$ cat src/hw/rtl/dva_pkg.sv
// shared types, constants, calendar helpers and microcode for the date validate and age block
package dva_pkg;

    localparam int YEAR_W  = 12;
    localparam int MONTH_W = 8;
    localparam int DAY_W   = 8;
    localparam int DOY_W   = 9;
    localparam int MLEN_W  = 5;
    localparam int MON_W   = 4;
    localparam int PC_W    = 4;

    localparam int AGE_Y_W = 13;
    localparam int AGE_M_W = 4;
    localparam int AGE_D_W = 5;

    // inverse of 25 modulo 2**YEAR_W and the divisibility bound (2**YEAR_W - 1) / 25
    localparam logic [YEAR_W-1:0] INV25     = 12'd3113;
    localparam logic [YEAR_W-1:0] DIV25_LIM = 12'd163;

    localparam logic [MON_W-1:0]  MONTHS_PER_YEAR = 4'd12;
    localparam logic [MON_W-1:0]  FEBRUARY        = 4'd2;
    localparam logic [DOY_W-1:0]  LEAP_YEAR_LEN   = 9'd366;
    localparam logic [DOY_W-1:0]  COMMON_YEAR_LEN = 9'd365;

    typedef enum logic [2:0] {
        ST_OK          = 3'd0,
        ST_YEAR_ZERO   = 3'd1,
        ST_MONTH_RANGE = 3'd2,
        ST_DAY_LOW     = 3'd3,
        ST_DAY_HIGH    = 3'd4
    } status_t;

    typedef enum logic [3:0] {
        OP_LOAD,
        OP_LEAP_B,
        OP_LEAP_C,
        OP_CHECK,
        OP_CLAMP,
        OP_WALK,
        OP_SUB,
        OP_BORROW_D,
        OP_BORROW_M,
        OP_SAT,
        OP_OUT
    } op_t;

    typedef enum logic [2:0] {
        COND_NEXT,
        COND_START,
        COND_ERR,
        COND_WALK,
        COND_OUT
    } cond_t;

    typedef struct packed {
        op_t             op;
        cond_t           cond;
        logic [PC_W-1:0] target;
    } ctrl_word_t;

    typedef struct packed {
        logic start;
        logic out_free;
        logic err;
        logic walk;
    } seq_flags_t;

    typedef struct packed {
        logic err;
        logic walk;
    } dp_flags_t;

    typedef struct packed {
        logic [DOY_W-1:0]   current_day_of_year;
        logic [YEAR_W-1:0]  current_year;
        logic [DAY_W-1:0]   birth_day;
        logic [MONTH_W-1:0] birth_month;
        logic [YEAR_W-1:0]  birth_year;
    } in_item_t;

    typedef struct packed {
        logic [AGE_D_W-1:0]        age_days;
        logic [AGE_M_W-1:0]        age_months;
        logic signed [AGE_Y_W-1:0] age_years;
        status_t                   status;
    } out_item_t;

    localparam logic [PC_W-1:0] PC_IDLE = 4'd0;
    localparam logic [PC_W-1:0] PC_OUT  = 4'd10;

    function automatic logic [MLEN_W-1:0] month_len(input logic [MON_W-1:0] m,
                                                     input logic leap);
        logic [MLEN_W-1:0] len;
        case (m)
            FEBRUARY:                   len = leap ? 5'd29 : 5'd28;
            4'd4, 4'd6, 4'd9, 4'd11:    len = 5'd30;
            default:                    len = 5'd31;
        endcase
        return len;
    endfunction

    function automatic ctrl_word_t ucode(input logic [PC_W-1:0] pc);
        ctrl_word_t w;
        case (pc)
            4'd0:    w = '{op: OP_LOAD,     cond: COND_START, target: PC_IDLE};
            4'd1:    w = '{op: OP_LEAP_B,   cond: COND_NEXT,  target: PC_IDLE};
            4'd2:    w = '{op: OP_LEAP_C,   cond: COND_NEXT,  target: PC_IDLE};
            4'd3:    w = '{op: OP_CHECK,    cond: COND_ERR,   target: PC_OUT};
            4'd4:    w = '{op: OP_CLAMP,    cond: COND_NEXT,  target: PC_IDLE};
            4'd5:    w = '{op: OP_WALK,     cond: COND_WALK,  target: PC_IDLE};
            4'd6:    w = '{op: OP_SUB,      cond: COND_NEXT,  target: PC_IDLE};
            4'd7:    w = '{op: OP_BORROW_D, cond: COND_NEXT,  target: PC_IDLE};
            4'd8:    w = '{op: OP_BORROW_M, cond: COND_NEXT,  target: PC_IDLE};
            4'd9:    w = '{op: OP_SAT,      cond: COND_NEXT,  target: PC_IDLE};
            4'd10:   w = '{op: OP_OUT,      cond: COND_OUT,   target: PC_IDLE};
            default: w = '{op: OP_LOAD,     cond: COND_START, target: PC_IDLE};
        endcase
        return w;
    endfunction

endpackage

$ cat src/hw/rtl/dva_seq.sv
// step counter and microcode table with conditional jumps
module dva_seq
(
    input  logic                clk,
    input  logic                rst_n,
    input  dva_pkg::seq_flags_t flags,
    output dva_pkg::ctrl_word_t ctrl
);

    logic [dva_pkg::PC_W-1:0] pc_reg;
    logic [dva_pkg::PC_W-1:0] pc_next;
    logic [dva_pkg::PC_W-1:0] pc_inc;

    assign ctrl   = dva_pkg::ucode(pc_reg);
    assign pc_inc = pc_reg + 1'b1;

    always_comb
    begin
        pc_next = pc_inc;
        case (ctrl.cond)
            dva_pkg::COND_NEXT:  pc_next = pc_inc;
            dva_pkg::COND_START: pc_next = flags.start ? pc_inc : pc_reg;
            dva_pkg::COND_ERR:   pc_next = flags.err ? ctrl.target : pc_inc;
            dva_pkg::COND_WALK:  pc_next = flags.walk ? pc_reg : pc_inc;
            dva_pkg::COND_OUT:   pc_next = flags.out_free ? ctrl.target : pc_reg;
            default:             pc_next = dva_pkg::PC_IDLE;
        endcase
    end

    always_ff @(posedge clk or negedge rst_n)
    begin
        if (!rst_n)
        begin
            pc_reg <= dva_pkg::PC_IDLE;
        end
        else
        begin
            pc_reg <= pc_next;
        end
    end

endmodule

$ cat src/hw/rtl/dva_datapath.sv
// working registers, leap year unit, date checks, month walk and borrow arithmetic
module dva_datapath
#(
    parameter int unsigned MAX_YEAR = 4095
)
(
    input  logic                clk,
    input  dva_pkg::ctrl_word_t ctrl,
    input  logic                load,
    input  dva_pkg::in_item_t   item,
    output dva_pkg::dp_flags_t  flags,
    output dva_pkg::out_item_t  result
);

    localparam int SAT_W = 18;
    localparam logic signed [SAT_W-1:0] SAT_HI = SAT_W'(MAX_YEAR);
    localparam logic signed [SAT_W-1:0] SAT_LO = -SAT_W'(MAX_YEAR);

    logic [dva_pkg::YEAR_W-1:0]  by_reg, cy_reg;
    logic [dva_pkg::MONTH_W-1:0] bm_reg;
    logic [dva_pkg::DAY_W-1:0]   bd_reg;
    logic [dva_pkg::DOY_W-1:0]   doy_reg;
    logic                        leap_b_reg, leap_b_next;
    logic                        leap_c_reg, leap_c_next;
    dva_pkg::status_t            status_reg, status_next;
    logic [dva_pkg::DOY_W-1:0]   left_reg, left_next;
    logic [dva_pkg::MON_W-1:0]   cm_reg, cm_next;
    logic signed [6:0]           days_reg, days_next;
    logic signed [4:0]           months_reg, months_next;
    logic signed [13:0]          years_reg, years_next;

    logic [dva_pkg::YEAR_W-1:0]   leap_year;
    logic [2*dva_pkg::YEAR_W-1:0] leap_prod;
    logic                         leap_res;
    logic [dva_pkg::MLEN_W-1:0]   mlen_b, mlen_c;
    logic [dva_pkg::DOY_W-1:0]    ylen;
    dva_pkg::status_t             check;
    logic signed [SAT_W-1:0]      years_wide;

    // divisible by 25 when y * inverse mod 2**n does not exceed the bound; leap = 4 and (not 100 or 400)
    assign leap_year = (ctrl.op == dva_pkg::OP_LEAP_C) ? cy_reg : by_reg;
    assign leap_prod = {{dva_pkg::YEAR_W{1'b0}}, leap_year}
                     * {{dva_pkg::YEAR_W{1'b0}}, dva_pkg::INV25};
    assign leap_res  = (leap_year[1:0] == 2'd0)
                     && ((leap_prod[dva_pkg::YEAR_W-1:0] > dva_pkg::DIV25_LIM)
                         || (leap_year[3:0] == 4'd0));

    assign mlen_b = dva_pkg::month_len(bm_reg[dva_pkg::MON_W-1:0], leap_b_reg);
    assign mlen_c = dva_pkg::month_len(cm_reg, leap_c_reg);
    assign ylen   = leap_c_reg ? dva_pkg::LEAP_YEAR_LEN : dva_pkg::COMMON_YEAR_LEN;

    always_comb
    begin
        if (by_reg == '0)
            check = dva_pkg::ST_YEAR_ZERO;
        else if (bm_reg == '0 || bm_reg > {4'd0, dva_pkg::MONTHS_PER_YEAR})
            check = dva_pkg::ST_MONTH_RANGE;
        else if (bd_reg == '0)
            check = dva_pkg::ST_DAY_LOW;
        else if (bd_reg > {3'd0, mlen_b})
            check = dva_pkg::ST_DAY_HIGH;
        else
            check = dva_pkg::ST_OK;
    end

    assign flags.err  = (check != dva_pkg::ST_OK);
    assign flags.walk = (cm_reg < dva_pkg::MONTHS_PER_YEAR) && (left_reg > {4'd0, mlen_c});

    assign years_wide = {{(SAT_W-14){years_reg[13]}}, years_reg};

    always_comb
    begin
        leap_b_next = leap_b_reg;
        leap_c_next = leap_c_reg;
        status_next = status_reg;
        left_next   = left_reg;
        cm_next     = cm_reg;
        days_next   = days_reg;
        months_next = months_reg;
        years_next  = years_reg;
        case (ctrl.op)
            dva_pkg::OP_LEAP_B: leap_b_next = leap_res;
            dva_pkg::OP_LEAP_C: leap_c_next = leap_res;
            dva_pkg::OP_CHECK:  status_next = check;
            dva_pkg::OP_CLAMP:
            begin
                cm_next = 4'd1;
                if (doy_reg == '0)
                    left_next = 9'd1;
                else if (doy_reg > ylen)
                    left_next = ylen;
                else
                    left_next = doy_reg;
            end
            dva_pkg::OP_WALK:
            begin
                if (flags.walk)
                begin
                    left_next = left_reg - {4'd0, mlen_c};
                    cm_next   = cm_reg + 1'b1;
                end
            end
            dva_pkg::OP_SUB:
            begin
                days_next   = $signed({2'b00, left_reg[4:0]}) - $signed({2'b00, bd_reg[4:0]});
                months_next = $signed({1'b0, cm_reg})
                            - $signed({1'b0, bm_reg[dva_pkg::MON_W-1:0]});
                years_next  = $signed({2'b00, cy_reg}) - $signed({2'b00, by_reg});
            end
            dva_pkg::OP_BORROW_D:
            begin
                // day borrow takes the length of the birth month
                if (days_reg < 0)
                begin
                    months_next = months_reg - 5'sd1;
                    days_next   = days_reg + $signed({2'b00, mlen_b});
                end
            end
            dva_pkg::OP_BORROW_M:
            begin
                if (months_reg < 0)
                begin
                    years_next  = years_reg - 14'sd1;
                    months_next = months_reg + $signed({1'b0, dva_pkg::MONTHS_PER_YEAR});
                end
            end
            dva_pkg::OP_SAT:
            begin
                if (years_wide > SAT_HI)
                    years_next = SAT_HI[13:0];
                else if (years_wide < SAT_LO)
                    years_next = SAT_LO[13:0];
            end
            default:
            begin
            end
        endcase
    end

    always_ff @(posedge clk)
    begin
        if (load)
        begin
            by_reg  <= item.birth_year;
            bm_reg  <= item.birth_month;
            bd_reg  <= item.birth_day;
            cy_reg  <= item.current_year;
            doy_reg <= item.current_day_of_year;
        end
        leap_b_reg <= leap_b_next;
        leap_c_reg <= leap_c_next;
        status_reg <= status_next;
        left_reg   <= left_next;
        cm_reg     <= cm_next;
        days_reg   <= days_next;
        months_reg <= months_next;
        years_reg  <= years_next;
    end

    // invalid dates give zero age fields
    always_comb
    begin
        result.status = status_reg;
        if (status_reg == dva_pkg::ST_OK)
        begin
            result.age_years  = years_reg[dva_pkg::AGE_Y_W-1:0];
            result.age_months = months_reg[dva_pkg::AGE_M_W-1:0];
            result.age_days   = days_reg[dva_pkg::AGE_D_W-1:0];
        end
        else
        begin
            result.age_years  = '0;
            result.age_months = '0;
            result.age_days   = '0;
        end
    end

endmodule

$ cat src/hw/rtl/date_validate_and_age_core.sv
// top level: stream ports, output register, sequencer and datapath
//
// birth date check and age calculation on the gregorian calendar
// input channel s_*: one item carries a birth date plus the current year and
// day of year; one result item per input item leaves on m_*
// the block takes an item when its microprogram sits at the idle step, then
// runs: two leap year steps, a date check, a clamp of the day of year, a
// month walk that passes one month per step and ends on a final compare,
// three subtract and borrow steps, a saturate step and the output step
// the time from acceptance to result of a valid date varies with the month
// walk; an invalid date jumps from the date check to the output step
// no new item is taken until the previous one passes the output step, and the
// next item can be accepted in the cycle after the output step;
// the result register may still hold the previous item while the next one is worked on
// if the receiver stalls, the result holds in m_tdata and the sequencer waits
// at its output step until the register frees, with s_tready low
// reset clears the step counter and the output valid flag; no memory to clear
module date_validate_and_age_core
#(
    parameter int unsigned MAX_YEAR = 4095
)
(
    input  logic        clk,
    input  logic        rst_n,
    input  logic        s_tvalid,
    output logic        s_tready,
    // birth_year[11:0], birth_month[19:12], birth_day[27:20], current_year[39:28],
    // current_day_of_year[48:40], zero fill [55:49]
    input  logic [55:0] s_tdata,
    output logic        m_tvalid,
    input  logic        m_tready,
    // status[2:0], age_years[15:3], age_months[19:16], age_days[24:20], zero fill [31:25]
    output logic [31:0] m_tdata
);

    dva_pkg::ctrl_word_t ctrl;
    dva_pkg::seq_flags_t seq_flags;
    dva_pkg::dp_flags_t  dp_flags;
    dva_pkg::in_item_t   item;
    dva_pkg::out_item_t  result;

    logic        in_fire;
    logic        out_free;
    logic        out_valid_reg, out_valid_next;
    logic [31:0] out_data_reg, out_data_next;

    assign item     = s_tdata[$bits(dva_pkg::in_item_t)-1:0];
    assign s_tready = (ctrl.op == dva_pkg::OP_LOAD);
    assign in_fire  = s_tvalid && s_tready;
    assign out_free = !out_valid_reg || m_tready;

    assign seq_flags.start    = in_fire;
    assign seq_flags.out_free = out_free;
    assign seq_flags.err      = dp_flags.err;
    assign seq_flags.walk     = dp_flags.walk;

    dva_seq u_seq
    (
        .clk   (clk),
        .rst_n (rst_n),
        .flags (seq_flags),
        .ctrl  (ctrl)
    );

    dva_datapath
    #(
        .MAX_YEAR (MAX_YEAR)
    )
    u_datapath
    (
        .clk    (clk),
        .ctrl   (ctrl),
        .load   (in_fire),
        .item   (item),
        .flags  (dp_flags),
        .result (result)
    );

    always_comb
    begin
        out_valid_next = out_valid_reg;
        out_data_next  = out_data_reg;
        if (m_tready)
            out_valid_next = 1'b0;
        if (ctrl.op == dva_pkg::OP_OUT && out_free)
        begin
            out_valid_next = 1'b1;
            out_data_next  = {{(32-$bits(dva_pkg::out_item_t)){1'b0}}, result};
        end
    end

    always_ff @(posedge clk or negedge rst_n)
    begin
        if (!rst_n)
        begin
            out_valid_reg <= 1'b0;
        end
        else
        begin
            out_valid_reg <= out_valid_next;
        end
    end

    always_ff @(posedge clk)
    begin
        out_data_reg <= out_data_next;
    end

    assign m_tvalid = out_valid_reg;
    assign m_tdata  = out_data_reg;

endmodule

$ cat config.mk
export PLATFORM = sky130hd
export DESIGN_NAME = date_validate_and_age_core
export DESIGN_NICKNAME = d
export VERILOG_FILES = /design/src/hw/rtl/dva_pkg.sv /design/src/hw/rtl/dva_seq.sv /design/src/hw/rtl/dva_datapath.sv /design/src/hw/rtl/date_validate_and_age_core.sv
export SDC_FILE = /design/constraint.sdc
export NUM_CORES = 1
export LEC_CHECK = 0
export CAP_MARGIN = 10
export CORE_ASPECT_RATIO = 0.75
export CORE_UTILIZATION = 58
export DETAILED_ROUTE_END_ITERATION = 6
export DONT_BUFFER_PORTS = 1
export PLACE_DENSITY = 0.76
export SLEW_MARGIN = 0
export SYNTH_ARGS = -nofsm -noshare
export SYNTH_HDL_FRONTEND = slang
export SYNTH_SLANG_ARGS = --single-unit
$ cat constraint.sdc
create_clock -name clk -period 5 [get_ports clk]
set_clock_uncertainty 0.1 [all_clocks]
set_input_delay 0.5 -clock clk [delete_from_list [all_inputs] [get_ports clk]]
set_output_delay 0.5 -clock clk [all_outputs]
set_load 0.05 [all_outputs]
==> qor.csv <==
stage,metric,value,unit
critical_path,crit path cell chain,ha_2 > inv_1 > ha_1 > nand4bb_4 > a21oi_4 > buf_4 > nand2_1 > o21ai_1 > ha_1 > fa_1 > ha_1 > ha_1 > a21o_1 > a21oi_1 > o21ai_0 > a21oi_1 > a31oi_1 > o41a_1,
synthesis,Compound-Gate Fraction of Synth Area,13.4,%
timing,Max Fclk,207,MHz
run_status,status,"complete, no violations",
cells_and_area,area delta synth->final,11.8,%
floorplan,die width,134,um
floorplan,Die ar.,13600,sq um
critical_path,crit end category,flip-flop,
placed_design,hpwl dp,11700,um
detailed_routing,WL/cell,17.9,um
placed_design,count of port buffers added during placement,0,
critical_path,most used cell along the critical path,ha_1,
clocking,CTS root buffer,clkbuf_16,
cells_and_area,"most common cell after layout, fill and taps aside",edfxtp_1,
floorplan,initial core utilization,60.7,%
timing,Slew HR,32.3,%
clocking,worst-case clock buffer depth,2,
timing,fin crit period,4.83,ns
synthesis,Ys Warns,0,
timing,post-route setup TNS,0,ns
synthesis,post-synthesis xor/xnor area fraction,5.87,%
pwr,PD cells,691,nW/um^2
critical_path,slowest CP cell,fa_1,
global_route,first-pass GRT wire length,25700,um
clocking,CTS buffer count,17,
detailed_routing,Final ANT Viol Nets,0,
pwr,Lkg Pwr,3.25,nW
global_route,Tot GR Track Use,24.8,%
critical_path,"Arr. time, crit path",4.86,ns
synthesis,Post-synth EDFFs,118,
hold_path,HP Class,primary input to flip-flop,
clocking,H-tree depth,4,
critical_path,Critical Path RT,5.04,ns
run,max-cap violations,0,
synthesis,synthesized area,7610,sq um
pwr,Max VDD drop,645,uV
floorplan,Core Area,12500,sq um
cells_and_area,n_diodes,0,
detailed_routing,final WL,15900,um
cells_and_area,share of layout cells above drive strength 1,9.15,%
placed_design,Cells after DPL,849,
cells_and_area,nets@finish,845,
global_route,initial antenna violation count,0,
synthesis,post-synth cell types,64,
floorplan,I/O Pins,94,
floorplan,chip height,101,um
detailed_routing,Via density,6.00,
synthesis,mux contribution to synthesized area,1.61,%
global_route,largest net degree at the start of global routing,50,
cells_and_area,max FFs per register,25,
cells_and_area,Final Non-Filler Cells,887,
clocking,worst skew pair latency,0.41,ns
global_route,GRT overflow,0,
placed_design,dpl ws,0.169,ns
timing,Slew Limit Fails,0,
detailed_routing,routed via count,5318,
timing,Worst-Margin Slew,1.01,ns
detailed_routing,Iter 0 DRT Violations,510,
synthesis,adder-cell share of the synthesized area,13.8,%
detailed_routing,DR DRC count,0,
synthesis,largest area contributor in the netlist,edfxtp_1,
synthesis,Main synth FF type,edfxtp_1,
timing,min setup slack post-route,0.173,ns
cells_and_area,"commonest non-fill, non-tap cells in the layout","edfxtp_1 (118), ha_1 (65), inv_1 (59), nor2_1 (45), o21ai_0 (41)",
synthesis,post-synthesis cell count,685,
synthesis,Post-Synth Simple-Gate Area,12.6,%
floorplan,row count,35,
synthesis,Async SR Flop Fraction,4.07,%
timing,final hold violations,0,
global_route,via count of the first global-routing pass,5122,
timing,final setup fails,0,
clocking,TritonCTS clock tree,done,
synthesis,"Seq/Total Area, Yosys",48.2,%
clocking,"Reg clk slew, reported paths",0.06,ns
critical_path,startpoint types,flip-flop,
detailed_routing,Pre-antenna DRT Iters,5,
synthesis,largest family of logic cells by synthesized area,adder cells,
critical_path,Critical Path Fanout Max,5,
synthesis,Yosys reg bits,123,
critical_path,CP max stage delay,0.49,ns
clocking,CTS sink cnt,123,
timing,Final Cycle Share,96.5,%
synthesis,Yosys top cell area share,46.6,%
synthesis,Synth area leaders,"edfxtp_1 (47%), ha_1 (11%), xnor2_1 (3.9%), o21ai_0 (3.1%), inv_1 (2.9%)",
critical_path,critical path class,flip-flop to flip-flop,
placed_design,gpl congestion,0.890,
synthesis,post-synthesis area per instance,11.1,sq um
[what timing repair did]
action	CTS	global route
hold buffers	1	0
gates resized for setup	0	20
setup buffers	0	4
setup endpoints to repair	0	2
endpoints found under the hold margin	5	0
[power breakdown]
group	switching, W	internal, W	total, W
Combinational	0.00175	0.00129	0.00304
Sequential	0.000208	0.00147	0.00168
Clock	0.000434	0.000729	0.00116
[cells in the mapped netlist (all sizes together) (2+ instances only)]
master / count
a211o: 3
a211oi: 2
a21o: 4
a21oi: 35
a22o: 3
a31oi: 8
a32oi: 2
and2: 25
buf: 12
clkbuf: 10
dfrtp: 5
edfxtp: 118
fa: 11
ha: 66
inv: 59
mux2: 2
mux2i: 10
nand2: 34
nand2b: 9
nand3: 11
nand3b: 4
nor2: 45
nor2b: 8
nor3: 21
nor3b: 2
nor4: 10
nor4b: 2
o2111ai: 3
o211ai: 3
o21a: 9
o21ai: 47
o21bai: 3
o221ai: 7
o22ai: 2
o31ai: 5
o32ai: 3
o41ai: 3
or2: 2
or3: 3
or3b: 2
or4: 5
xnor2: 34
xor2: 17
[final timing paths]
path                                     startpoint                    end  cells after the start  slack, ns
max reg2reg                         u_seq.pc_reg[0]  u_datapath.leap_c_reg                     18       0.17
min reg2reg                u_datapath.status_reg[0]             m_tdata[0]                      0       0.39
min in group asynchronous                     rst_n        u_seq.pc_reg[2]                      1       0.29
max in group asynchronous                     rst_n        u_seq.pc_reg[1]                      1       4.30
max                                 u_seq.pc_reg[0]  u_datapath.leap_c_reg                     18       0.17
min                                      s_tdata[6]   u_datapath.by_reg[6]                      0       0.09
[worst max-delay path: cells and delay by family, from the launching register on]
family	cells	cell delay, ns
AO/OA/AOI/OAI	8	1.62
adder cells (fa/ha/maj)	6	1.87
buffers and inverters	2	0.23
flip-flops	1	0.40
AND/OR/NAND/NOR	2	0.33
[layer usage]
metal / routed length (um) / GRT usage [%] / vias to the layer above
li1: - / - / 2554
met1: 7600 / 35.4 / 2512
met2: 6970 / 37.3 / 232
met3: 1120 / 6.41 / 20
met4: 187 / 7.95 / 0
met5: 0 / 0 / -
[area by class of cell]
class / count / area (sq um)
fillers: 951 / 4020
well taps: 166 / 208
clock buffers: 20 / 437
flip-flops and latches: 123 / 3670
clock inverters: 12 / 125
inverters: 59 / 221
repair buffers: 19 / 153
multi-input cells: 488 / 3690
[cell families after synthesis]
logic type / count (synthesis)
xor+xnor: 51
fa+ha+maj: 77
simple gates: 186
compound gates: 154
buf+inv: 81
mux: 12
other cells: 1
flops: 123
[stage by stage]
step | util, % | total power [W] | hold slack [ns] | instance area, sq um
2_1_floorplan | - | 0.00388 | 0.104 | 7630
3_3_place_gp | 62.6 | 0.00440 | 0.105 | 7840
3_5_place_dp | 62.6 | 0.00458 | 0.105 | 7840
4_1_cts | 67.1 | 0.00577 | 0.0775 | 8410
5_1_grt | 67.9 | 0.00633 | 0.0699 | 8500
6_report | 67.9 | 0.00588 | 0.0851 | 8500
No activity file was read; power rests on OpenSTA's default activity.
